**config.mk**
```make
export PLATFORM = sky130hd
export DESIGN_NAME = vbpr_back
export DESIGN_NICKNAME = d
export VERILOG_FILES = /design/src/hdl/vbpr_pkg.sv /design/src/hdl/vbpr_back.sv
export SDC_FILE = /design/constraint.sdc
export NUM_CORES = 1
export LEC_CHECK = 0
export BUFFER_PORTS_ARGS = -buffer_cell sky130_fd_sc_hd__buf_2
export CAP_MARGIN = 5
export CELL_PAD_IN_SITES_DETAIL_PLACEMENT = 1
export CELL_PAD_IN_SITES_GLOBAL_PLACEMENT = 1
export CORE_MARGIN = 10
export CORE_UTILIZATION = 38
export CTS_CLUSTER_SIZE = 12
export DETAILED_ROUTE_END_ITERATION = 16
export PLACE_DENSITY_LB_ADDON = 0.1
export SYNTH_ARGS = -nofsm -noshare
export SYNTH_HDL_FRONTEND = slang
export SYNTH_SLANG_ARGS = --single-unit
```
**constraint.sdc**
```tcl
create_clock -name clk -period 2.4 [get_ports clk]
set_clock_uncertainty 0.15 [all_clocks]
set_input_delay 0.36 -clock clk [delete_from_list [all_inputs] [get_ports clk]]
set_output_delay 0.36 -clock clk [all_outputs]
set_load 0.01 [all_outputs]
```
**src/hdl/vbpr_pkg.sv**
```systemverilog
`timescale 1ns / 1ps

package vbpr_pkg;

    // video memory geometry
    localparam int VIDEO_BYTES = 8192;
    localparam int ADDR_W      = $clog2(VIDEO_BYTES);
    localparam int OFF_W       = 13;
    localparam int TEXT_BYTES  = 512;
    localparam int TEXT_ROWS   = 12;

    // command queue between front and back
    localparam int Q_DEPTH = 2;
    localparam int Q_PTR_W = (Q_DEPTH > 1) ? $clog2(Q_DEPTH) : 1;
    localparam int Q_CNT_W = $clog2(Q_DEPTH + 1);

    // palette indices
    localparam logic [1:0] PIX_BLACK = 2'd0;
    localparam logic [1:0] PIX_WHITE = 2'd3;

    // item types on the two channels
    typedef struct packed {
        logic [12:0] offset;
        logic [7:0]  data_byte;
    } req_item_t;

    typedef struct packed {
        logic [7:0]  row_y;
        logic [7:0]  row_x;
        logic [31:0] pixel_row;
        logic [4:0]  pixel_count;
        logic        last;
    } row_item_t;

    // one classified write, ready to be drawn
    typedef struct packed {
        logic        is_text;
        logic [7:0]  code;
        logic [7:0]  base_y;
        logic [7:0]  row_x;
        logic [31:0] pixel_row;
        logic [4:0]  pixel_count;
        logic [3:0]  last_row;
    } cmd_t;

    // graphics mode geometry
    typedef struct packed {
        logic        wide;    // 32 bytes per line, else 16
        logic        bpp2;    // 2 bits per pixel, else 1
        logic [1:0]  xsh;     // log2 of horizontal replication
        logic [1:0]  yrep;    // vertical replication
        logic [12:0] area;    // bytes in the active area
    } geom_t;

    function automatic geom_t mode_geom(input logic [2:0] mode);
        geom_t g;
        case (mode)
            3'd0:    g = '{wide: 1'b0, bpp2: 1'b1, xsh: 2'd2, yrep: 2'd3, area: 13'd1024};
            3'd1:    g = '{wide: 1'b0, bpp2: 1'b0, xsh: 2'd1, yrep: 2'd3, area: 13'd1024};
            3'd2:    g = '{wide: 1'b1, bpp2: 1'b1, xsh: 2'd1, yrep: 2'd3, area: 13'd2048};
            3'd3:    g = '{wide: 1'b0, bpp2: 1'b0, xsh: 2'd1, yrep: 2'd2, area: 13'd1536};
            3'd4:    g = '{wide: 1'b1, bpp2: 1'b1, xsh: 2'd1, yrep: 2'd2, area: 13'd3072};
            3'd5:    g = '{wide: 1'b0, bpp2: 1'b0, xsh: 2'd1, yrep: 2'd1, area: 13'd3072};
            3'd6:    g = '{wide: 1'b1, bpp2: 1'b1, xsh: 2'd1, yrep: 2'd1, area: 13'd6144};
            3'd7:    g = '{wide: 1'b1, bpp2: 1'b0, xsh: 2'd0, yrep: 2'd1, area: 13'd6144};
            default: g = '{wide: 1'b1, bpp2: 1'b0, xsh: 2'd0, yrep: 2'd1, area: 13'd6144};
        endcase
        return g;
    endfunction

    // 5x7 character glyphs, bit 4 leftmost
    localparam logic [4:0] GLYPH_ROM [64][7] = '{
        '{5'd14,5'd17,5'd1,5'd13,5'd21,5'd21,5'd14}, '{5'd4,5'd10,5'd17,5'd17,5'd31,5'd17,5'd17},
        '{5'd30,5'd9,5'd9,5'd14,5'd9,5'd9,5'd30},    '{5'd14,5'd17,5'd16,5'd16,5'd16,5'd17,5'd14},
        '{5'd30,5'd9,5'd9,5'd9,5'd9,5'd9,5'd30},     '{5'd31,5'd16,5'd16,5'd28,5'd16,5'd16,5'd31},
        '{5'd31,5'd16,5'd16,5'd30,5'd16,5'd16,5'd16}, '{5'd15,5'd16,5'd16,5'd19,5'd17,5'd17,5'd15},
        '{5'd17,5'd17,5'd17,5'd31,5'd17,5'd17,5'd17}, '{5'd14,5'd4,5'd4,5'd4,5'd4,5'd4,5'd14},
        '{5'd1,5'd1,5'd1,5'd17,5'd17,5'd10,5'd4},     '{5'd17,5'd18,5'd20,5'd24,5'd24,5'd20,5'd18},
        '{5'd16,5'd16,5'd16,5'd16,5'd16,5'd16,5'd31}, '{5'd17,5'd27,5'd21,5'd17,5'd17,5'd17,5'd17},
        '{5'd17,5'd25,5'd21,5'd19,5'd17,5'd17,5'd17}, '{5'd14,5'd17,5'd17,5'd17,5'd17,5'd17,5'd14},
        '{5'd30,5'd17,5'd17,5'd30,5'd16,5'd16,5'd16}, '{5'd14,5'd17,5'd17,5'd17,5'd21,5'd18,5'd13},
        '{5'd30,5'd17,5'd17,5'd30,5'd20,5'd18,5'd17}, '{5'd14,5'd17,5'd8,5'd4,5'd2,5'd17,5'd14},
        '{5'd31,5'd4,5'd4,5'd4,5'd4,5'd4,5'd4},       '{5'd17,5'd17,5'd17,5'd17,5'd17,5'd17,5'd14},
        '{5'd17,5'd17,5'd17,5'd17,5'd10,5'd10,5'd4},  '{5'd17,5'd17,5'd17,5'd17,5'd21,5'd27,5'd17},
        '{5'd17,5'd17,5'd10,5'd4,5'd10,5'd17,5'd17},  '{5'd17,5'd17,5'd10,5'd4,5'd4,5'd4,5'd4},
        '{5'd31,5'd1,5'd2,5'd4,5'd8,5'd16,5'd31},     '{5'd14,5'd8,5'd8,5'd8,5'd8,5'd8,5'd14},
        '{5'd16,5'd16,5'd8,5'd4,5'd2,5'd1,5'd1},      '{5'd14,5'd2,5'd2,5'd2,5'd2,5'd2,5'd14},
        '{5'd4,5'd14,5'd31,5'd4,5'd4,5'd4,5'd4},      '{5'd0,5'd4,5'd8,5'd31,5'd8,5'd4,5'd0},
        '{5'd0,5'd0,5'd0,5'd0,5'd0,5'd0,5'd0},        '{5'd4,5'd4,5'd4,5'd4,5'd4,5'd0,5'd4},
        '{5'd10,5'd10,5'd0,5'd0,5'd0,5'd0,5'd0},      '{5'd10,5'd10,5'd27,5'd0,5'd27,5'd10,5'd10},
        '{5'd4,5'd15,5'd16,5'd14,5'd1,5'd30,5'd4},    '{5'd25,5'd25,5'd2,5'd4,5'd8,5'd19,5'd19},
        '{5'd8,5'd20,5'd20,5'd9,5'd22,5'd22,5'd9},    '{5'd4,5'd4,5'd0,5'd0,5'd0,5'd0,5'd0},
        '{5'd2,5'd4,5'd8,5'd8,5'd8,5'd4,5'd2},        '{5'd8,5'd4,5'd2,5'd2,5'd2,5'd4,5'd8},
        '{5'd0,5'd4,5'd14,5'd31,5'd14,5'd4,5'd0},     '{5'd0,5'd4,5'd4,5'd31,5'd4,5'd4,5'd0},
        '{5'd0,5'd0,5'd0,5'd6,5'd6,5'd2,5'd4},        '{5'd0,5'd0,5'd0,5'd31,5'd0,5'd0,5'd0},
        '{5'd0,5'd0,5'd0,5'd0,5'd0,5'd4,5'd4},        '{5'd1,5'd1,5'd2,5'd4,5'd8,5'd16,5'd16},
        '{5'd4,5'd10,5'd10,5'd10,5'd10,5'd10,5'd4},   '{5'd4,5'd12,5'd4,5'd4,5'd4,5'd4,5'd14},
        '{5'd14,5'd17,5'd1,5'd14,5'd16,5'd16,5'd31},  '{5'd14,5'd17,5'd1,5'd6,5'd1,5'd17,5'd14},
        '{5'd2,5'd6,5'd10,5'd31,5'd2,5'd2,5'd2},      '{5'd31,5'd16,5'd30,5'd1,5'd1,5'd17,5'd14},
        '{5'd14,5'd16,5'd16,5'd30,5'd17,5'd17,5'd14}, '{5'd31,5'd1,5'd2,5'd4,5'd8,5'd16,5'd16},
        '{5'd14,5'd17,5'd17,5'd14,5'd17,5'd17,5'd14}, '{5'd14,5'd17,5'd17,5'd15,5'd1,5'd1,5'd14},
        '{5'd0,5'd0,5'd4,5'd0,5'd4,5'd0,5'd0},        '{5'd6,5'd6,5'd0,5'd6,5'd6,5'd2,5'd4},
        '{5'd2,5'd4,5'd8,5'd16,5'd8,5'd4,5'd2},       '{5'd0,5'd0,5'd31,5'd0,5'd31,5'd0,5'd0},
        '{5'd16,5'd8,5'd4,5'd2,5'd4,5'd8,5'd16},      '{5'd4,5'd10,5'd2,5'd4,5'd4,5'd0,5'd4}
    };

    // one pixel row of a text cell, r = 0..11
    function automatic logic [31:0] text_row(input logic [7:0] ch, input logic [3:0] r);
        logic [31:0] row;
        logic [4:0]  bits;
        logic [3:0]  r_glyph;
        logic [1:0]  bg;
        logic [1:0]  fg;
        logic [1:0]  wh;
        logic [1:0]  c;
        logic [1:0]  band;
        logic [2:0]  bit_idx;
        logic        on;
        row     = '0;
        bits    = '0;
        r_glyph = r - 4'd3;
        if (!ch[6])
        begin
            // glyph, inverse for the upper half of the codes
            bg = ch[7] ? PIX_WHITE : PIX_BLACK;
            fg = ~bg;
            if (r >= 4'd3 && r < 4'd10)
            begin
                bits = GLYPH_ROM[ch[5:0]][r_glyph[2:0]];
            end
            for (int p = 0; p < 8; p++)
            begin
                c = bg;
                if (p >= 2 && p < 7)
                begin
                    if (bits[6 - p])
                    begin
                        c = fg;
                    end
                end
                row[2*p +: 2] = c;
            end
        end
        else
        begin
            // semigraphic blocks, solid or patterned
            wh   = ch[7] ? PIX_BLACK : PIX_WHITE;
            band = r[3:2];
            for (int h = 0; h < 2; h++)
            begin
                bit_idx = 3'(5 - 2 * int'(band) - h);
                on      = ch[bit_idx];
                for (int p = 0; p < 4; p++)
                begin
                    c = PIX_BLACK;
                    if (on)
                    begin
                        c = (!r[0] && ((p & 1) == 0)) ? PIX_WHITE : wh;
                    end
                    row[2*(4*h + p) +: 2] = c;
                end
            end
        end
        return row;
    endfunction

    // one replicated pixel row of a graphics byte
    function automatic logic [31:0] gfx_row(input geom_t g, input logic [7:0] b);
        logic [31:0] row;
        logic [1:0]  c;
        int          k;
        int          cnt;
        row = '0;
        cnt = g.wide ? 8 : 16;
        for (int p = 0; p < 16; p++)
        begin
            if (p < cnt)
            begin
                k = p >> g.xsh;
                if (g.bpp2)
                begin
                    c = b[7 - 2*k -: 2];
                end
                else
                begin
                    c = b[7 - k] ? PIX_WHITE : PIX_BLACK;
                end
                row[2*p +: 2] = c;
            end
        end
        return row;
    endfunction

endpackage

```
**src/hdl/vbpr_back.sv**
```systemverilog
`timescale 1ns / 1ps

module vbpr_back
(
    input  logic                clk,
    input  logic                rst_n,
    input  logic                head_valid,
    input  vbpr_pkg::cmd_t      head_cmd,
    output logic                pop,
    output logic                row_valid,
    input  logic                row_ready,
    output vbpr_pkg::row_item_t row
);

    logic [3:0]          row_cnt_reg;
    logic                out_valid_reg;
    vbpr_pkg::row_item_t out_item_reg;
    logic                issue;
    logic                last_row;
    vbpr_pkg::row_item_t item_next;

    assign issue    = head_valid && (!out_valid_reg || row_ready);
    assign last_row = row_cnt_reg == head_cmd.last_row;
    assign pop      = issue && last_row;

    // build the current row
    always_comb
    begin
        item_next.row_y       = head_cmd.base_y + {4'd0, row_cnt_reg};
        item_next.row_x       = head_cmd.row_x;
        item_next.pixel_row   = head_cmd.is_text
                                ? vbpr_pkg::text_row(head_cmd.code, row_cnt_reg)
                                : head_cmd.pixel_row;
        item_next.pixel_count = head_cmd.pixel_count;
        item_next.last        = last_row;
    end

    // row counter and output register
    always_ff @(posedge clk or negedge rst_n)
    begin
        if (!rst_n)
        begin
            row_cnt_reg   <= '0;
            out_valid_reg <= 1'b0;
        end
        else
        begin
            if (issue)
            begin
                row_cnt_reg   <= last_row ? 4'd0 : row_cnt_reg + 4'd1;
                out_valid_reg <= 1'b1;
            end
            else if (row_ready)
            begin
                out_valid_reg <= 1'b0;
            end
        end
    end

    always_ff @(posedge clk)
    begin
        if (issue)
        begin
            out_item_reg <= item_next;
        end
    end

    assign row_valid = out_valid_reg;
    assign row       = out_item_reg;

endmodule

```
==> impl_summary.txt <==
----------------------------------------------------
[Timing]
  Top achievable clock speed ... between 300 and 400 MHz
  Final sum of negative setup slack ... -3.012 ns
  Final worst-path setup slack ... -0.4284 ns
  Min Tclk post-route ... 2.828 ns
  Number of max-slew violations in the final report ... 0
  RSZ-0062 raised after global routing ... yes
  Number of setup violations in the final report ... 10
  Final Cycle Share ... 1.179
  Max transition margin ... 0.4688
  Final Hold Vio Count ... 0
  Slew @ Worst Pin ... approximately 0.80 ns

[Setup path]
  Number of cells on the worst reg-to-reg path ... 7
  CP Data Arrival Time ... around 2.7 ns
  Worst-path cell with the longest stage delay ... sky130_fd_sc_hd__nor2b_1
  Buffers and inverters on the worst path ... 3
  Critical Path Start Type ... primary input
  Cell type group with the largest total delay on the critical path ... compound AO/OA/AOI/OAI gates
  Capture point of the worst reg-to-reg path ... row[17]$_DFFE_PP_
  Launch instance of the worst register-to-register path ... row_cnt_reg[0]$_DFFE_PN0P_
  Worst endpoint required time ... around 2.3 ns
  Cells along the critical path ... buf_8 -> buf_4 -> buf_4 -> nor2b_1 -> a211o_1 -> a21oi_2 -> a221o_1 -> a211oi_4 -> nor3_1 -> or3_1
  Nature of the critical path endpoint ... flop
  Register-to-register path setup slack ... -0.23 ns
  Library cell appearing most often on the critical path ... sky130_fd_sc_hd__buf_4
  Worst Path Class, Setup ... in -> reg
  Delay of the slowest cell on the worst path ... 0.47 ns
  Peak fanout along the critical path ... 6

[Route]
  Total wire length after detailed routing ... approximately 36 mm
  Violation count after the first detailed-route iteration ... a little under 800
  Vias after detailed routing ... between 8000 and 9000
  Antenna viol nets, final ... 0
  Count of TritonRoute iterations in the first routing pass ... 5
  Final routed DRC violation total ... 0
  Via count normalized by instance count ... about 6.5
  Routed len/inst ... between 20 and 30 um

[Finish]
  Synth-to-Final Area Change ... 57.51%
  Util after Layout ... 0.6066
  Fill cell count ... 1849
  Sequential Area ... approximately 1700 um2
  Multi-input gate area ... about 4400 um2
  Number of flip-flops in the largest register ... 54
  Net count of the finished layout ... 1117
  Fin cells ... 1245
  Final antenna diode count ... 0
  Proportion of layout cells with a drive suffix above 1 ... 0.4859

[Synth]
  Mean instance size in the synthesized netlist ... approximately 8.5 um2
  Number of enable flip-flop cells after synthesis ... 54
  Syn Inst Count ... ~720
  Ys async rst share ... 0.08475
  Nets in the synthesized netlist ... 808
  Most used flip-flop cell after synthesis ... sky130_fd_sc_hd__edfxtp_1
  Post-Syn Area ... roughly 6000 um2
  Number of synthesized register bits ... 59
  Proportion of synthesized chip area in sequential cells ... 0.2865
  Unique cell type count in the Yosys netlist ... 90
  Count of synthesis-stage warnings from yosys ... 0

[Global route]
  First-pass GRT wire length ... around 52 mm
  Pin count of the biggest net entering global routing ... 34
  Number of antenna violations at the first check in global routing ... 0
  Total routing usage reported by global routing ... 0.3121
  Via count of the first global-routing pass ... between 8000 and 9000
  Overflow left after global routing ... 0

[Placement]
  RePlAce Congestion ... between 1 and 1.5
  Placed Cells incl. Taps ... roughly 1200
  DP Wirelength ... between 20 and 30 mm
  Post-Place Setup Slack ... -0.8884 ns
  Quantity of I/O buffers inserted on ports ... approximately 130

[Worst hold path]
  Worst hold start ... head_cmd[44]
  Min-Delay Endpoint ... row[41]$_DFFE_PP_
  Cells on Worst Hold Path ... 1
  HP Class ... in -> reg

[Floorplan]
  Vertical die dimension ... approximately 150 um
  Initial standard-cell utilization of the core ... 0.3851
  Horiz. Die Dim ... between 100 and 150 um
  Row count ... between 40 and 50
  Total die area ... roughly 22000 um2
  Count of boundary I/O pins ... ~130
  Core Footprint ... roughly 16000 um2

[Pwr]
  Sw power ... ~2.7 mW
  Share of power burned in registers ... 0.207
  Comb power frac ... 0.594
  Clk pwr share ... 0.199
  Sw Share ... 0.4106
  Internal power ... between 3 and 4 mW
  Static leakage ... 3.991 nW
  Power, Total ... roughly 6.6 mW
  Cell Pwr Density ... between 600 and 700 nW/um2
  Largest vdd supply drop ... a little under 0.0005 V

[Clock tree]
  Number of levels in the clock H-tree ... 3
  Cell at the root of the clock tree ... sky130_fd_sc_hd__clkbuf_16
  Insertion delay of the later-clocked pin in the worst-skew pair ... 0.32 ns
  CTS tree ... done
  Maximum number of buffers from clock root to sink ... 2
  TritonCTS buffer count ... 9
  Post-CTS clock slew at the launch and capture registers of the worst setup and hold paths ... 0.05 ns
  Clock Sinks ... slightly below 60

[Flow run]
  Max capacitance violation total ... 0

[Status]
  Result of the run ... complete, but fails checks
  Failing checks ... negative setup slack

----------------------------------------------------
how the worst max path moves through the flow:
stage                      start           endpoint  slack [ns]  cells after the start
floorplan           head_cmd[57]  row[14]$_DFFE_PP_       -0.18                     10
CTS                 head_cmd[57]  row[17]$_DFFE_PP_       -0.31                     13
finish              head_cmd[57]  row[17]$_DFFE_PP_       -0.43                     10
global placement    head_cmd[58]  row[10]$_DFFE_PP_       -0.76                     11
global route        head_cmd[57]  row[17]$_DFFE_PP_       -0.48                     10
detailed placement  head_cmd[57]  row[11]$_DFFE_PP_       -0.89                     12
what timing repair did:
| item | 4_1_cts | 5_1_grt |
|---|---|---|
| hold buffers | 1 | 0 |
| buffers inserted | 15 | 13 |
| hold endpoints to repair | 5 | 0 |
| setup endpoints to repair | 12 | 15 |
| pin swaps | 34 | 33 |
| gates cloned | 0 | 0 |
| resized for setup | 84 | 51 |
synthesized netlist by cell type, types with 4 or more instances:
library cell,number,share of area
sky130_fd_sc_hd__o21ai_1,8,0.0066
sky130_fd_sc_hd__a311o_1,5,0.0082
sky130_fd_sc_hd__a2bb2oi_1,4,0.0057
sky130_fd_sc_hd__nor3b_1,6,0.0074
sky130_fd_sc_hd__o311ai_0,5,0.0072
sky130_fd_sc_hd__a311oi_1,5,0.0072
sky130_fd_sc_hd__and2_1,9,0.0092
sky130_fd_sc_hd__mux2i_1,6,0.0099
sky130_fd_sc_hd__buf_2,31,0.025
sky130_fd_sc_hd__dfrtp_1,5,0.021
sky130_fd_sc_hd__o21a_1,5,0.0062
sky130_fd_sc_hd__a21oi_1,48,0.039
sky130_fd_sc_hd__a2111oi_0,4,0.0057
sky130_fd_sc_hd__ha_1,21,0.043
sky130_fd_sc_hd__a22oi_1,4,0.0049
sky130_fd_sc_hd__clkbuf_1,22,0.014
sky130_fd_sc_hd__nand3_1,15,0.012
sky130_fd_sc_hd__o2111ai_1,11,0.016
sky130_fd_sc_hd__o221ai_1,8,0.011
sky130_fd_sc_hd__a221oi_1,8,0.011
sky130_fd_sc_hd__buf_4,9,0.011
sky130_fd_sc_hd__xor2_1,6,0.0086
sky130_fd_sc_hd__buf_6,7,0.013
sky130_fd_sc_hd__o21ai_0,40,0.033
sky130_fd_sc_hd__a21o_1,9,0.011
sky130_fd_sc_hd__nor3_1,10,0.0082
sky130_fd_sc_hd__o31ai_1,11,0.014
sky130_fd_sc_hd__nor2b_1,36,0.037
sky130_fd_sc_hd__mux4_2,7,0.026
sky130_fd_sc_hd__nand2b_1,27,0.028
sky130_fd_sc_hd__edfxtp_1,54,0.27
sky130_fd_sc_hd__o211ai_1,20,0.025
sky130_fd_sc_hd__mux2_2,5,0.0092
sky130_fd_sc_hd__inv_1,18,0.011
sky130_fd_sc_hd__or3_1,4,0.0041
sky130_fd_sc_hd__a211oi_1,7,0.0086
sky130_fd_sc_hd__nor2_1,46,0.028
sky130_fd_sc_hd__xnor2_1,8,0.011
sky130_fd_sc_hd__a211o_1,4,0.0057
sky130_fd_sc_hd__or2_2,8,0.0082
sky130_fd_sc_hd__nand2_1,53,0.033
sky130_fd_sc_hd__a31oi_1,23,0.024
routing by layer:
metal	GRT usage	wire [um]
met5	0	0
met4	0.2002	2731
met3	0.05655	3693
met2	0.5245	16820
met1	0.3575	13040
final cells by class:
class / instances / area share
clock buffer: 9 / 0.02346
clock inverter: 6 / 0.008470
inverter: 22 / 0.01147
multi-input combinational: 565 / 0.4608
sequential: 59 / 0.1820
tap: 216 / 0.02815
timing repair buffer: 368 / 0.2856
power by group through the flow:
stage | clock network (mW) | registers (mW) | logic [mW]
2_1_floorplan | 0 | 1.44 | 1.67
3_3_place_gp | 0 | 1.37 | 3.13
3_5_place_dp | 0 | 1.38 | 3.23
4_1_cts | 1.34 | 1.36 | 3.49
5_1_grt | 1.38 | 1.38 | 4.12
6_report | 1.32 | 1.37 | 3.93
per-stage QoR:
step / instance area, um2 / hold slack (ns)
2_1_floorplan: 6237 / -0.08559
3_3_place_gp: 8463 / 0.03006
3_5_place_dp: 8463 / 0.03751
4_1_cts: 9244 / 0.05860
5_1_grt: 9602 / 0.06742
6_report: 9602 / 0.06124
layout by cell type, fill, tap and decap left out, types with 7 or more instances in the layout:
| master | count |
|---|---|
| sky130_fd_sc_hd__a31oi_1 | 18 |
| sky130_fd_sc_hd__nand2_1 | 51 |
| sky130_fd_sc_hd__mux4_2 | 7 |
| sky130_fd_sc_hd__and2_1 | 9 |
| sky130_fd_sc_hd__nor2b_1 | 32 |
| sky130_fd_sc_hd__o2111ai_1 | 11 |
| sky130_fd_sc_hd__a21oi_2 | 8 |
| sky130_fd_sc_hd__buf_2 | 121 |
| sky130_fd_sc_hd__buf_6 | 12 |
| sky130_fd_sc_hd__buf_4 | 214 |
| sky130_fd_sc_hd__o21ai_0 | 35 |
| sky130_fd_sc_hd__clkbuf_16 | 9 |
| sky130_fd_sc_hd__buf_12 | 17 |
| sky130_fd_sc_hd__nand3_1 | 15 |
| sky130_fd_sc_hd__inv_1 | 14 |
| sky130_fd_sc_hd__a21oi_1 | 40 |
| sky130_fd_sc_hd__o21ai_1 | 9 |
| sky130_fd_sc_hd__ha_1 | 12 |
| sky130_fd_sc_hd__o211ai_1 | 20 |
| sky130_fd_sc_hd__nor2_1 | 42 |
| sky130_fd_sc_hd__edfxtp_1 | 54 |
| sky130_fd_sc_hd__nand2b_1 | 23 |
| sky130_fd_sc_hd__nor3_1 | 8 |
| sky130_fd_sc_hd__a21o_1 | 9 |
| sky130_fd_sc_hd__ha_4 | 8 |
cells by family (layout without fill, tap and decap cells):
logic type / after synthesis / in the layout / share of synthesized area
compound gates: 269 / 269 / 0.3130
xor+xnor: 14 / 14 / 0.02012
fa+ha+maj: 22 / 22 / 0.04639
buf+inv: 92 / 405 / 0.07717
flops: 59 / 59 / 0.2865
mux: 20 / 20 / 0.04864
simple gates: 240 / 240 / 0.2081
Power figures use the tool's default switching activity.
