--- config.mk ---
export PLATFORM = sky130hd
export DESIGN_NAME = vbpr_queue
export DESIGN_NICKNAME = d
export VERILOG_FILES = /design/src/hdl/vbpr_pkg.sv /design/src/hdl/vbpr_queue.sv
export SDC_FILE = /design/constraint.sdc
export NUM_CORES = 1
export LEC_CHECK = 0
export BUFFER_PORTS_ARGS = -buffer_cell sky130_fd_sc_hd__buf_2
export CAP_MARGIN = 30
export CORE_ASPECT_RATIO = 1.2
export CORE_MARGIN = 4
export CORE_UTILIZATION = 43
export CTS_CLUSTER_DIAMETER = 200
export DETAILED_ROUTE_END_ITERATION = 12
export GPL_TIMING_DRIVEN = 0
export HOLD_SLACK_MARGIN = 0.05
export PLACE_DENSITY = 0.73
export SETUP_SLACK_MARGIN = 0.3
export SYNTH_ARGS = -nofsm -noshare
export SYNTH_HDL_FRONTEND = slang
export SYNTH_SLANG_ARGS = --single-unit
--- constraint.sdc ---
create_clock -name clk -period 8.98 [get_ports clk]
set_input_delay 1.796 -clock clk [delete_from_list [all_inputs] [get_ports clk]]
set_output_delay 1.796 -clock clk [all_outputs]
set_load 0.01 [all_outputs]
--- src/hdl/vbpr_pkg.sv ---
`timescale 1ns / 1ps

package vbpr_pkg;

    // video memory geometry
    localparam int VIDEO_BYTES = 8192;
    localparam int ADDR_W      = $clog2(VIDEO_BYTES);
    localparam int OFF_W       = 13;
    localparam int TEXT_BYTES  = 512;
    localparam int TEXT_ROWS   = 12;

    // command queue between front and back
    localparam int Q_DEPTH = 2;
    localparam int Q_PTR_W = (Q_DEPTH > 1) ? $clog2(Q_DEPTH) : 1;
    localparam int Q_CNT_W = $clog2(Q_DEPTH + 1);

    // palette indices
    localparam logic [1:0] PIX_BLACK = 2'd0;
    localparam logic [1:0] PIX_WHITE = 2'd3;

    // item types on the two channels
    typedef struct packed {
        logic [12:0] offset;
        logic [7:0]  data_byte;
    } req_item_t;

    typedef struct packed {
        logic [7:0]  row_y;
        logic [7:0]  row_x;
        logic [31:0] pixel_row;
        logic [4:0]  pixel_count;
        logic        last;
    } row_item_t;

    // one classified write, ready to be drawn
    typedef struct packed {
        logic        is_text;
        logic [7:0]  code;
        logic [7:0]  base_y;
        logic [7:0]  row_x;
        logic [31:0] pixel_row;
        logic [4:0]  pixel_count;
        logic [3:0]  last_row;
    } cmd_t;

    // graphics mode geometry
    typedef struct packed {
        logic        wide;    // 32 bytes per line, else 16
        logic        bpp2;    // 2 bits per pixel, else 1
        logic [1:0]  xsh;     // log2 of horizontal replication
        logic [1:0]  yrep;    // vertical replication
        logic [12:0] area;    // bytes in the active area
    } geom_t;

    function automatic geom_t mode_geom(input logic [2:0] mode);
        geom_t g;
        case (mode)
            3'd0:    g = '{wide: 1'b0, bpp2: 1'b1, xsh: 2'd2, yrep: 2'd3, area: 13'd1024};
            3'd1:    g = '{wide: 1'b0, bpp2: 1'b0, xsh: 2'd1, yrep: 2'd3, area: 13'd1024};
            3'd2:    g = '{wide: 1'b1, bpp2: 1'b1, xsh: 2'd1, yrep: 2'd3, area: 13'd2048};
            3'd3:    g = '{wide: 1'b0, bpp2: 1'b0, xsh: 2'd1, yrep: 2'd2, area: 13'd1536};
            3'd4:    g = '{wide: 1'b1, bpp2: 1'b1, xsh: 2'd1, yrep: 2'd2, area: 13'd3072};
            3'd5:    g = '{wide: 1'b0, bpp2: 1'b0, xsh: 2'd1, yrep: 2'd1, area: 13'd3072};
            3'd6:    g = '{wide: 1'b1, bpp2: 1'b1, xsh: 2'd1, yrep: 2'd1, area: 13'd6144};
            3'd7:    g = '{wide: 1'b1, bpp2: 1'b0, xsh: 2'd0, yrep: 2'd1, area: 13'd6144};
            default: g = '{wide: 1'b1, bpp2: 1'b0, xsh: 2'd0, yrep: 2'd1, area: 13'd6144};
        endcase
        return g;
    endfunction

    // 5x7 character glyphs, bit 4 leftmost
    localparam logic [4:0] GLYPH_ROM [64][7] = '{
        '{5'd14,5'd17,5'd1,5'd13,5'd21,5'd21,5'd14}, '{5'd4,5'd10,5'd17,5'd17,5'd31,5'd17,5'd17},
        '{5'd30,5'd9,5'd9,5'd14,5'd9,5'd9,5'd30},    '{5'd14,5'd17,5'd16,5'd16,5'd16,5'd17,5'd14},
        '{5'd30,5'd9,5'd9,5'd9,5'd9,5'd9,5'd30},     '{5'd31,5'd16,5'd16,5'd28,5'd16,5'd16,5'd31},
        '{5'd31,5'd16,5'd16,5'd30,5'd16,5'd16,5'd16}, '{5'd15,5'd16,5'd16,5'd19,5'd17,5'd17,5'd15},
        '{5'd17,5'd17,5'd17,5'd31,5'd17,5'd17,5'd17}, '{5'd14,5'd4,5'd4,5'd4,5'd4,5'd4,5'd14},
        '{5'd1,5'd1,5'd1,5'd17,5'd17,5'd10,5'd4},     '{5'd17,5'd18,5'd20,5'd24,5'd24,5'd20,5'd18},
        '{5'd16,5'd16,5'd16,5'd16,5'd16,5'd16,5'd31}, '{5'd17,5'd27,5'd21,5'd17,5'd17,5'd17,5'd17},
        '{5'd17,5'd25,5'd21,5'd19,5'd17,5'd17,5'd17}, '{5'd14,5'd17,5'd17,5'd17,5'd17,5'd17,5'd14},
        '{5'd30,5'd17,5'd17,5'd30,5'd16,5'd16,5'd16}, '{5'd14,5'd17,5'd17,5'd17,5'd21,5'd18,5'd13},
        '{5'd30,5'd17,5'd17,5'd30,5'd20,5'd18,5'd17}, '{5'd14,5'd17,5'd8,5'd4,5'd2,5'd17,5'd14},
        '{5'd31,5'd4,5'd4,5'd4,5'd4,5'd4,5'd4},       '{5'd17,5'd17,5'd17,5'd17,5'd17,5'd17,5'd14},
        '{5'd17,5'd17,5'd17,5'd17,5'd10,5'd10,5'd4},  '{5'd17,5'd17,5'd17,5'd17,5'd21,5'd27,5'd17},
        '{5'd17,5'd17,5'd10,5'd4,5'd10,5'd17,5'd17},  '{5'd17,5'd17,5'd10,5'd4,5'd4,5'd4,5'd4},
        '{5'd31,5'd1,5'd2,5'd4,5'd8,5'd16,5'd31},     '{5'd14,5'd8,5'd8,5'd8,5'd8,5'd8,5'd14},
        '{5'd16,5'd16,5'd8,5'd4,5'd2,5'd1,5'd1},      '{5'd14,5'd2,5'd2,5'd2,5'd2,5'd2,5'd14},
        '{5'd4,5'd14,5'd31,5'd4,5'd4,5'd4,5'd4},      '{5'd0,5'd4,5'd8,5'd31,5'd8,5'd4,5'd0},
        '{5'd0,5'd0,5'd0,5'd0,5'd0,5'd0,5'd0},        '{5'd4,5'd4,5'd4,5'd4,5'd4,5'd0,5'd4},
        '{5'd10,5'd10,5'd0,5'd0,5'd0,5'd0,5'd0},      '{5'd10,5'd10,5'd27,5'd0,5'd27,5'd10,5'd10},
        '{5'd4,5'd15,5'd16,5'd14,5'd1,5'd30,5'd4},    '{5'd25,5'd25,5'd2,5'd4,5'd8,5'd19,5'd19},
        '{5'd8,5'd20,5'd20,5'd9,5'd22,5'd22,5'd9},    '{5'd4,5'd4,5'd0,5'd0,5'd0,5'd0,5'd0},
        '{5'd2,5'd4,5'd8,5'd8,5'd8,5'd4,5'd2},        '{5'd8,5'd4,5'd2,5'd2,5'd2,5'd4,5'd8},
        '{5'd0,5'd4,5'd14,5'd31,5'd14,5'd4,5'd0},     '{5'd0,5'd4,5'd4,5'd31,5'd4,5'd4,5'd0},
        '{5'd0,5'd0,5'd0,5'd6,5'd6,5'd2,5'd4},        '{5'd0,5'd0,5'd0,5'd31,5'd0,5'd0,5'd0},
        '{5'd0,5'd0,5'd0,5'd0,5'd0,5'd4,5'd4},        '{5'd1,5'd1,5'd2,5'd4,5'd8,5'd16,5'd16},
        '{5'd4,5'd10,5'd10,5'd10,5'd10,5'd10,5'd4},   '{5'd4,5'd12,5'd4,5'd4,5'd4,5'd4,5'd14},
        '{5'd14,5'd17,5'd1,5'd14,5'd16,5'd16,5'd31},  '{5'd14,5'd17,5'd1,5'd6,5'd1,5'd17,5'd14},
        '{5'd2,5'd6,5'd10,5'd31,5'd2,5'd2,5'd2},      '{5'd31,5'd16,5'd30,5'd1,5'd1,5'd17,5'd14},
        '{5'd14,5'd16,5'd16,5'd30,5'd17,5'd17,5'd14}, '{5'd31,5'd1,5'd2,5'd4,5'd8,5'd16,5'd16},
        '{5'd14,5'd17,5'd17,5'd14,5'd17,5'd17,5'd14}, '{5'd14,5'd17,5'd17,5'd15,5'd1,5'd1,5'd14},
        '{5'd0,5'd0,5'd4,5'd0,5'd4,5'd0,5'd0},        '{5'd6,5'd6,5'd0,5'd6,5'd6,5'd2,5'd4},
        '{5'd2,5'd4,5'd8,5'd16,5'd8,5'd4,5'd2},       '{5'd0,5'd0,5'd31,5'd0,5'd31,5'd0,5'd0},
        '{5'd16,5'd8,5'd4,5'd2,5'd4,5'd8,5'd16},      '{5'd4,5'd10,5'd2,5'd4,5'd4,5'd0,5'd4}
    };

    // one pixel row of a text cell, r = 0..11
    function automatic logic [31:0] text_row(input logic [7:0] ch, input logic [3:0] r);
        logic [31:0] row;
        logic [4:0]  bits;
        logic [3:0]  r_glyph;
        logic [1:0]  bg;
        logic [1:0]  fg;
        logic [1:0]  wh;
        logic [1:0]  c;
        logic [1:0]  band;
        logic [2:0]  bit_idx;
        logic        on;
        row     = '0;
        bits    = '0;
        r_glyph = r - 4'd3;
        if (!ch[6])
        begin
            // glyph, inverse for the upper half of the codes
            bg = ch[7] ? PIX_WHITE : PIX_BLACK;
            fg = ~bg;
            if (r >= 4'd3 && r < 4'd10)
            begin
                bits = GLYPH_ROM[ch[5:0]][r_glyph[2:0]];
            end
            for (int p = 0; p < 8; p++)
            begin
                c = bg;
                if (p >= 2 && p < 7)
                begin
                    if (bits[6 - p])
                    begin
                        c = fg;
                    end
                end
                row[2*p +: 2] = c;
            end
        end
        else
        begin
            // semigraphic blocks, solid or patterned
            wh   = ch[7] ? PIX_BLACK : PIX_WHITE;
            band = r[3:2];
            for (int h = 0; h < 2; h++)
            begin
                bit_idx = 3'(5 - 2 * int'(band) - h);
                on      = ch[bit_idx];
                for (int p = 0; p < 4; p++)
                begin
                    c = PIX_BLACK;
                    if (on)
                    begin
                        c = (!r[0] && ((p & 1) == 0)) ? PIX_WHITE : wh;
                    end
                    row[2*(4*h + p) +: 2] = c;
                end
            end
        end
        return row;
    endfunction

    // one replicated pixel row of a graphics byte
    function automatic logic [31:0] gfx_row(input geom_t g, input logic [7:0] b);
        logic [31:0] row;
        logic [1:0]  c;
        int          k;
        int          cnt;
        row = '0;
        cnt = g.wide ? 8 : 16;
        for (int p = 0; p < 16; p++)
        begin
            if (p < cnt)
            begin
                k = p >> g.xsh;
                if (g.bpp2)
                begin
                    c = b[7 - 2*k -: 2];
                end
                else
                begin
                    c = b[7 - k] ? PIX_WHITE : PIX_BLACK;
                end
                row[2*p +: 2] = c;
            end
        end
        return row;
    endfunction

endpackage

--- src/hdl/vbpr_queue.sv ---
`timescale 1ns / 1ps

module vbpr_queue
(
    input  logic           clk,
    input  logic           rst_n,
    input  logic           push,
    input  vbpr_pkg::cmd_t push_cmd,
    output logic           q_ready,
    output logic           head_valid,
    output vbpr_pkg::cmd_t head_cmd,
    input  logic           pop
);

    vbpr_pkg::cmd_t                  slot_reg [vbpr_pkg::Q_DEPTH];
    logic [vbpr_pkg::Q_PTR_W-1:0]    wr_ptr_reg;
    logic [vbpr_pkg::Q_PTR_W-1:0]    rd_ptr_reg;
    logic [vbpr_pkg::Q_CNT_W-1:0]    cnt_reg;
    logic [vbpr_pkg::Q_CNT_W-1:0]    cnt_next;

    assign q_ready    = cnt_reg != vbpr_pkg::Q_CNT_W'(vbpr_pkg::Q_DEPTH);
    assign head_valid = cnt_reg != '0;
    assign head_cmd   = slot_reg[rd_ptr_reg];

    // occupancy
    always_comb
    begin
        cnt_next = cnt_reg;
        if (push && !pop)
        begin
            cnt_next = cnt_reg + 1'b1;
        end
        else if (pop && !push)
        begin
            cnt_next = cnt_reg - 1'b1;
        end
    end

    // pointers
    always_ff @(posedge clk or negedge rst_n)
    begin
        if (!rst_n)
        begin
            wr_ptr_reg <= '0;
            rd_ptr_reg <= '0;
            cnt_reg    <= '0;
        end
        else
        begin
            cnt_reg <= cnt_next;
            if (push)
            begin
                wr_ptr_reg <= (wr_ptr_reg == vbpr_pkg::Q_PTR_W'(vbpr_pkg::Q_DEPTH - 1))
                              ? '0 : wr_ptr_reg + 1'b1;
            end
            if (pop)
            begin
                rd_ptr_reg <= (rd_ptr_reg == vbpr_pkg::Q_PTR_W'(vbpr_pkg::Q_DEPTH - 1))
                              ? '0 : rd_ptr_reg + 1'b1;
            end
        end
    end

    // storage
    always_ff @(posedge clk)
    begin
        if (push)
        begin
            slot_reg[wr_ptr_reg] <= push_cmd;
        end
    end

endmodule

==> qor.yml, run 1 <==
yosysMostFrequentCell: "edfxtp_1"
io_buffers: 137
place_congestion: 0.6927
ir_drop_v: 0.0001564
synth_compound_area_share_pct: 0
min_period_ps: 3489
path_max_fanout: 10
setup_viol: 0
cellPowerDensity_nw_per_um2: 324.9
synthXorXnorAreaFrac_pct: 0.8646
reg2reg_to: "slot_reg[1][18]$_DFFE_PP_"
worstSetupStartpointType: "flop"
synth_top_family_by_area: "multiplexers"
r2r_cells: 1
cts_hold_buf: 0
synthAdderAreaFrac_pct: 0.2470
routed_wl_um: 8631
rows: 43
rr_startpoint: "wr_ptr_reg$_DFFE_PN0P_"
track_usage_pct: 13.59
critPathKind: "reg -> out"
synth_top_area_cell: "edfxtp_1"
clock_path_buffers: 2
cts_setup_buffers: 0
cp_slowest_cell: "dfrtp_1"
min-delay-start: "cnt_reg[1]$_DFFE_PN0P_"
drtIter0Drc: 88
synth_edf_count: 132
num-nets-final: 450
finalSetupTns_ps: 0
gr-total-overflow: 0
layout.cells.non_filler: 549
synth.net_count: 292
netlist_top_cells_count: "132 x edfxtp_1, 36 x mux2_2, 30 x mux2_4"
grt_max_degree: 67
yosysSeqAreaShare_pct: 80.24
antennaDiodeCount: 0
grt_pass1_wl_um: 13680
syn_inst: 221
whs_path_depth: 1
clkTransAtPathRegs_ps: 60
ys_seq_elements: 136
critPathCaptureType: "primary output"
cts.repair.resized: 0
clock_sinks: 136
rsz0062_at_grt: "false"
routedWlPerCell_um: 15.72
ys_types: 16
status: "completed"
drive_above_1_share_pct: 61.99
yosys.area.top_type_share_pct: 78.26
avgSynthCellArea_um2: 22.92
muxShareOfSynthArea_pct: 16.90
drc_errors: 0
cts-root-buf: "clkbuf_16"
p_leak_nw: 2.587
largest_reg_flops: 132
ys.flop_type: "edfxtp_1"
synthArstFlopShare_pct: 2.941
min_delay_worst_endpoint: "cnt_reg[1]$_DFFE_PN0P_"
required_ps: 7180
hpwl_um: 5759
total_power_mw: 2.131
slew_viol_final: 0
maxSlewHeadroom_pct: 38.44
maxCapViolations: 0
timing.fmax_mhz: 286.6
clk_latency_ps: 400
fin_skew_ps: 4.123
syn_area_um2: 5065
first_pass_iters: 6
die_y_um: 126.9
yosysWarnings: 0
ff2ff_setup_slack_ps: 7350
htreeDepth: 4
crit_path_max_incr_delay_ps: 390
area_delta_synth_final_pct: 29.50
die_width_um: 107.1
hold_viol_final: 0
crit_chain: "buf_4 -> buf_6 -> mux2_4 -> buf_2"
cts_buffers: 17
fillCellCount: 916
coreArea_um2: 11570
pin_count: 138
grt_pass1_vias: 2791
antenna_found_initial: 2
synthTopCellsByArea: "edfxtp_1 78%, mux2_4 8.9%, mux2_2 8.0%"
hp-class: "reg -> reg"
worstMarginPinSlew_ps: 923.3
routed_via_density: 4.581
fin_crit_sh_pct: 38.85
worst_ep_arrival_time_ps: 1690
vias: 2515
die_area_um2: 13590
antenna_left: 0
yosys.area_share.simple_pct: 0.5682
initial_core_util_pct: 43.79
tritoncts: "built"
dp.cells: 517
layer usage:
layer  vias to the layer above  track usage [%]  routed length (µm)
met5                         -                0                  21
met4                         4            5.869                 115
met3                        14            5.802                 612
met2                        90            22.39                4435
met1                      1218            15.40                3446
li1                       1189                -                   -
worst max-delay path by stage:
stage,start,end,cells after the start
after floorplan,push,slot_reg[0][0]$_DFFE_PP_,1
after global placement,push,slot_reg[0][16]$_DFFE_PP_,2
after detailed placement,push,slot_reg[1][21]$_DFFE_PP_,2
after CTS,rd_ptr_reg$_DFFE_PN0P_,head_cmd[33],4
after global routing,rd_ptr_reg$_DFFE_PN0P_,head_cmd[33],4
final,rd_ptr_reg$_DFFE_PN0P_,head_cmd[34],4
kinds of logic after synthesis:
logic type	count (synthesis)
flops	136
mux	66
buf+inv	8
xor+xnor	5
simple gates	5
fa+ha+maj	1
report_power, final:
part	leakage, nW	total (mW)	internal (mW)	switching (mW)
combinational	1.03	0.603	0.304	0.299
clock	0.272	0.650	0.405	0.245
sequential	1.29	0.878	0.844	0.0337
critical path: cells and delay by family (launching register included):
kind / cells / cell delay, ps
buf+inv: 3 / 580
mux: 1 / 320
flops: 1 / 390
placed cells by master, fill, tap and decap left out, drive strengths merged, types with 2 or more instances in the layout:
master,netlist,final
clkbuf,0,18
bufinv,0,2
dfrtp,4,4
edfxtp,132,132
clkinvlp,0,2
mux2,66,66
xor2,4,4
clkinv,0,9
buf,7,146
inv,1,2
layout make-up:
type	count	area (µm²)	area share, %
buffer	7	56.30	0.8585
clock buffer	18	429.2	6.543
timing repair buffer	139	725.7	11.06
clock inverter	14	132.6	2.022
multi-input combinational	77	950.9	14.50
inverter	1	3.754	0.05723
tap	157	196.4	2.995
sequential	136	4064	61.96
through the flow:
step                      instance area [µm²]  hold slack, ps  worst slack [ps]  utilization (%)
after detailed placement                 5997           501.6              5835            51.84
after floorplan                          5065           455.5              3786                -
after CTS                                6559           509.3              5412            56.70
final                                    6559           505.4              5491            56.70
after global routing                     6559           554.8              5364            56.70
after global placement                   5947           468.7              2015            51.41
(Power assumes the default switching activity.)
==> run 2: changes to the inputs <==
--- a/config.mk
+++ b/config.mk
@@ -5,6 +5,7 @@
 export SDC_FILE = /design/constraint.sdc
 export NUM_CORES = 1
 export LEC_CHECK = 0
+export ABC_AREA = 1
 export BUFFER_PORTS_ARGS = -buffer_cell sky130_fd_sc_hd__buf_2
 export CAP_MARGIN = 30
 export CORE_ASPECT_RATIO = 1.2
@@ -14,7 +15,7 @@
 export DETAILED_ROUTE_END_ITERATION = 12
 export GPL_TIMING_DRIVEN = 0
 export HOLD_SLACK_MARGIN = 0.05
-export PLACE_DENSITY = 0.73
+export PLACE_DENSITY = 0.75
 export SETUP_SLACK_MARGIN = 0.3
 export SYNTH_ARGS = -nofsm -noshare
 export SYNTH_HDL_FRONTEND = slang
==> constraint.sdc (replaced) <==
create_clock -name clk -period 2.81 [get_ports clk]
set_input_delay 0.562 -clock clk [delete_from_list [all_inputs] [get_ports clk]]
set_output_delay 0.562 -clock clk [all_outputs]
set_load 0.01 [all_outputs]
==> run 2 against run 1 <==
Against the previous run: sequential power grew to 3.2 times the previous value; critical path depth stayed put; worst setup slack worse by 4900 ps; design area is 0.80% higher; via count is 2.0% higher; core utilization is 0.45 points higher; clock-buffer cell count is 1 higher; first-iteration DRC count is 19% higher; largest power group unchanged; clock power grew to 3.3 times the previous value.
==> qor.yml, run 2 <==
pre_cts_slack_ps: 884.7
netlist_top_cells_count: "132 x edfxtp_1, 36 x mux2_2, 30 x mux2_4"
pin_count: 138
status: "completed"
track_usage_pct: 13.60
ys.flop_type: "edfxtp_1"
largest_reg_flops: 132
maxCapViolations: 0
p_sw_mw: 1.865
ir_drop_v: 0.0005078
min-delay-start: "push_cmd[55]"
maxSlewHeadroom_pct: 43.63
seq_area_um2: 4064
finalSetupTns_ps: 0
area_delta_synth_final_pct: 30.08
timing.fmax_mhz: 442.5
rows: 43
p_leak_nw: 2.626
whs_path_depth: 1
grt_pass1_vias: 2820
multi_input_area_um2: 943.4
cp_slowest_cell: "dfrtp_1"
yosysWarnings: 0
die_y_um: 127.1
synthTopCellsByArea: "edfxtp_1 78%, mux2_4 8.9%, mux2_2 8.0%"
synthArstFlopShare_pct: 2.941
clkTransAtPathRegs_ps: 50
synth_edf_count: 132
stdcell_area_um2: 6611
hold_viol_final: 0
cellPowerDensity_nw_per_um2: 1046
drive_above_1_share_pct: 60.20
gr-total-overflow: 0
setup_slack_ps: 550.0
fin_crit_sh_pct: 80.43
slew_viol_final: 0
min_delay_worst_endpoint: "slot_reg[0][55]$_DFFE_PP_"
syn_inst: 230
switching_share_pct: 26.98
avgSynthCellArea_um2: 22.10
cts.repair.resized: 0
hp-class: "in -> reg"
critPathTopFamily: "buffers and inverters"
crit_path_max_incr_delay_ps: 390
crit_chain: "buf_4 -> buf_6 -> mux2_4 -> buf_2"
synth_top_area_cell: "edfxtp_1"
clk_latency_ps: 410
rr_startpoint: "wr_ptr_reg$_DFFE_PN0P_"
antenna_left: 0
yosysSeqAreaShare_pct: 79.96
coreArea_um2: 11570
die_width_um: 107.2
rsz0062_at_grt: "false"
total_power_mw: 6.915
cts_setup_buffers: 0
io_buffers: 137
syn_area_um2: 5082
antenna_found_initial: 0
clock_sinks: 136
tritoncts: "built"
routed_wl_um: 8871
setup_viol: 0
routedWlPerCell_um: 15.87
yosysMostFrequentCell: "edfxtp_1"
first_pass_iters: 4
critPathCaptureType: "primary output"
yosys.area.top_type_share_pct: 77.99
vias: 2566
hpwl_um: 6033
worstMarginPinSlew_ps: 845.6
seq_power_share_pct: 40.5
fillCellCount: 922
antennaDiodeCount: 0
r2r_cells: 3
fin_skew_ps: 10.20
p_comb_share_pct: 28.1
grt_max_degree: 67
synth.net_count: 301
ys_seq_elements: 136
die_area_um2: 13630
routed_via_density: 4.590
placed_cell_area_um2: 6015
htreeDepth: 4
mostFrequentLayoutCell: "buf_2"
internal_power_mw: 5.050
reg2reg_to: "slot_reg[0][26]$_DFFE_PP_"
place_congestion: 0.7269
cts_hold_buf: 1
crit_buf_inv: 3
critPathKind: "reg -> out"
p_clk_share_pct: 31.4
drtIter0Drc: 105
cts-root-buf: "clkbuf_16"
clock_path_buffers: 2
num-nets-final: 460
ys_types: 15
min_period_ps: 2260
worstSetupStartpointType: "flop"
worst_ep_arrival_time_ps: 1700
drc_errors: 0
mostFrequentLayoutCells: "140 x buf_2, 132 x edfxtp_1, 36 x mux2_2"
path_max_fanout: 10
ff2ff_setup_slack_ps: 1230
required_ps: 2250
initial_core_util_pct: 43.94
grt_pass1_wl_um: 13770
cts_buffers: 17
-- run 2: cell families (layout without fill, tap and decap cells) --
| logic type | Yosys count | after routing | share of synthesized area [%] |
|---|---|---|---|
| DFF | 136 | 136 | 79.96 |
| muxes | 66 | 66 | 16.84 |
| buffers and inverters | 14 | 186 | 1.625 |
| and+or+nand+nor | 10 | 10 | 0.8124 |
| xor gates and xnor gates | 3 | 3 | 0.5171 |
| adders and majority gates | 1 | 1 | 0.2461 |
-- run 2: routing by layer --
metal / vias up / routed length (µm) / track usage (%)
met3: 13 / 635 / 5.255
met2: 92 / 4751 / 23.54
met1: 1247 / 3341 / 14.64
li1: 1214 / - / -
met5: - / 0 / 0
met4: 0 / 142 / 6.170
-- run 2: power by group through the flow --
| stage | logic (mW) | clock network (mW) | registers (mW) |
|---|---|---|---|
| 2_1_floorplan | 1.30 | 0 | 2.82 |
| 3_3_place_gp | 1.93 | 0 | 2.85 |
| 3_5_place_dp | 1.99 | 0 | 2.85 |
| 4_1_cts | 2.00 | 2.23 | 2.81 |
| 5_1_grt | 2.10 | 2.32 | 2.84 |
| 6_report | 1.94 | 2.17 | 2.80 |
-- run 2: worst max-delay path by stage --
stage	from	end	slack, ps	cells past startpoint
global placement	push	slot_reg[1][10]$_DFFE_PP_	-350	3
finish	rd_ptr_reg$_DFFE_PN0P_	head_cmd[34]	550	4
floorplan	push	slot_reg[1][0]$_DFFE_PP_	490	2
detailed placement	push	slot_reg[0][10]$_DFFE_PP_	880	5
global route	rd_ptr_reg$_DFFE_PN0P_	head_cmd[34]	450	4
CTS	rd_ptr_reg$_DFFE_PN0P_	head_cmd[34]	490	4
-- run 2: layout make-up --
type | instances | area share, %
multi-input cells | 80 | 14.27
flip-flops and latches | 136 | 61.47
inverters | 7 | 0.4353
well taps | 157 | 2.971
plain buffers | 7 | 0.8516
clock inverters | 13 | 2.328
repair buffers | 140 | 11.13
clock buffers | 19 | 6.548
-- run 2: metrics by stage --
| step | hold WS (ps) | std cells | util [%] |
|---|---|---|---|
| after global routing | 319.6 | 559 | 57.16 |
| after floorplan | 266.4 | 230 | - |
| after detailed placement | 376.3 | 526 | 52.00 |
| after CTS | 317.7 | 559 | 57.16 |
| after global placement | 368.4 | 524 | 51.63 |
| final | 340.5 | 559 | 57.16 |
==> run 3: changes to the inputs <==
==> constraint.sdc (replaced) <==
create_clock -name clk -period 1.85 [get_ports clk]
set_input_delay 0.37 -clock clk [delete_from_list [all_inputs] [get_ports clk]]
set_output_delay 0.37 -clock clk [all_outputs]
set_load 0.01 [all_outputs]
==> run 3 against run 2 <==
Against the previous run: the flow now finishes with violations (setup timing); die area did not move; power rose by 80%; critical endpoint is now head_cmd[11]; clock-buffer cell count fell by 1; sequential power rose by 53%; critical path type unchanged; flip-flop and latch count did not move; core utilization rose by 6.8 points; largest cell class unchanged; non-clock buffer count rose by 7; worst setup slack got worse by 640 ps; global-route usage rose by 0.93 points; clock power rose by 71%.
==> qor.yml, run 3 (same netlist as run 2, synthesis figures left out) <==
pin_count: 138
grt_pass1_vias: 2976
cts-root-buf: "clkbuf_16"
clock_path_buffers: 2
track_usage_pct: 14.53
maxCapViolations: 0
status: "complete, but fails checks"
die_area_um2: 13630
drc_errors: 0
vias: 2672
maxSlewHeadroom_pct: 55.01
dp.cells: 527
timing.fmax_mhz: 516.8
slew_viol_final: 0
grt_pass1_wl_um: 14860
worst_ep_arrival_time_ps: 1570
cts_buffers: 17
fin_crit_sh_pct: 104.6
worstSetupStartpointType: "flop"
seq_power_share_pct: 34.4
die_y_um: 127.1
crit_buf_inv: 3
internal_power_mw: 9.241
p_sw_mw: 3.205
setup_slack_ps: -85.07
p_clk_share_pct: 29.8
clk_latency_ps: 400
path_max_fanout: 10
largest_reg_flops: 132
crit_chain: "buf_8 -> buf_12 -> mux2_4 -> buf_6"
clkTransAtPathRegs_ps: 60
fillCellCount: 835
hp-class: "in -> reg"
min_period_ps: 1935
stdcell_area_um2: 7403
use_met3_pct: 4.497
io_buffers: 137
p_comb_share_pct: 35.8
worstMarginPinSlew_ps: 674.2
cellPowerDensity_nw_per_um2: 1681
htreeDepth: 4
violations: "setup timing"
whs_path_depth: 1
antenna_found_initial: 0
routed_via_density: 4.688
tritoncts: "built"
grt_use_met1_pct: 16.04
critPathTopFamily: "buffers and inverters"
coreArea_um2: 11570
rsz0062_at_grt: "true"
crit_path_max_incr_delay_ps: 390
whs_ps: 156.3
fin_util_pct: 64.00
routed_wl_um: 9993
required_ps: 1480
routedWlPerCell_um: 17.53
gr-total-overflow: 0
layout.cells.non_filler: 570
critPathCaptureType: "primary output"
clock_sinks: 136
crit_cells: 4
drtIter0Drc: 104
antenna_left: 0
mostFrequentLayoutCells: "132 x edfxtp_1, 74 x buf_2, 64 x buf_6"
drive_above_1_share_pct: 61.74
setup_viol: 66
hpwl_um: 6195
cp_slowest_cell: "dfrtp_1"
r2r_cells: 1
die_width_um: 107.2
rows: 43
critPathKind: "reg -> out"
placed_cell_area_um2: 6046
finalSetupTns_ps: -4003
pre_cts_slack_ps: -288.9
grt_max_degree: 28
p_leak_nw: 2.991
total_power_mw: 12.45
area_delta_synth_final_pct: 45.67
place_congestion: 0.6750
num-nets-final: 471
grt_most_used_layer: "met2"
initial_core_util_pct: 43.94
ir_drop_v: 0.0008809
first_pass_iters: 4
fin_skew_ps: 5.090
hold_viol_final: 0
use_met2_pct: 26.11
antennaDiodeCount: 0
mostFrequentLayoutCell: "edfxtp_1"
switching_share_pct: 25.75
run 3: cell types whose count changed in the layout (fill, tap and decap cells not counted), sizes merged:
cell,delta
buf,+7
nor2,+1
inv,-2
clkbuf,-1
bufinv,+3
clkinvlp,+4
clkinv,-1
run 3: cell type report:
| type | count | area, µm² | area share (%) |
|---|---|---|---|
| Timing Repair Buffer | 147 | 1239 | 16.73 |
| Tap cell | 157 | 196.4 | 2.653 |
| Buffer | 7 | 135.1 | 1.825 |
| Clock buffer | 18 | 429.2 | 5.797 |
| Clock inverter | 14 | 229.0 | 3.093 |
| Timing Repair inverter | 3 | 22.52 | 0.3042 |
| Sequential cell | 136 | 4064 | 54.89 |
| Multi-Input combinational cell | 81 | 1059 | 14.30 |
| Inverter | 7 | 30.03 | 0.4056 |
run 3: metal layers:
| metal | share of wire, % | routed length, µm | vias to the layer above |
|---|---|---|---|
| met4 | 1.1 | 105 | 0 |
| met3 | 6.6 | 658 | 7 |
| met1 | 38 | 3758 | 1329 |
| met5 | 0 | 0 | - |
| met2 | 55 | 5471 | 94 |
| li1 | - | - | 1242 |
run 3: final timing paths:
path / start / end / slack, ps
hold reg to reg: cnt_reg[1]$_DFFE_PN0P_ / cnt_reg[1]$_DFFE_PN0P_ / 520
max in group asynchronous: rst_n / cnt_reg[0]$_DFFE_PN0P_ / 1390
setup / recovery: rd_ptr_reg$_DFFE_PN0P_ / head_cmd[11] / -90
hold / removal: push_cmd[61] / slot_reg[1][61]$_DFFE_PP_ / 160
min in group asynchronous: rst_n / cnt_reg[1]$_DFFE_PN0P_ / 330
setup reg to reg: wr_ptr_reg$_DFFE_PN0P_ / slot_reg[0][51]$_DFFE_PP_ / 410
run 3: what timing repair did:
action,in CTS,in global routing
endpoints found under the setup margin,177,113
hold buffers,1,0
setup buffers,3,2
gates cloned,4,1
endpoints found under the hold margin,4,0
pin swaps,1,0
resized for setup,59,57
run 3: power by group through the flow:
stage | Sequential (mW) | Clock [mW] | Combinational, mW
2_1_floorplan | 4.28 | 0 | 1.98
3_3_place_gp | 4.31 | 0 | 2.94
3_5_place_dp | 4.33 | 0 | 3.07
4_1_cts | 4.28 | 3.78 | 3.91
5_1_grt | 4.33 | 3.95 | 4.73
6_report | 4.28 | 3.71 | 4.46
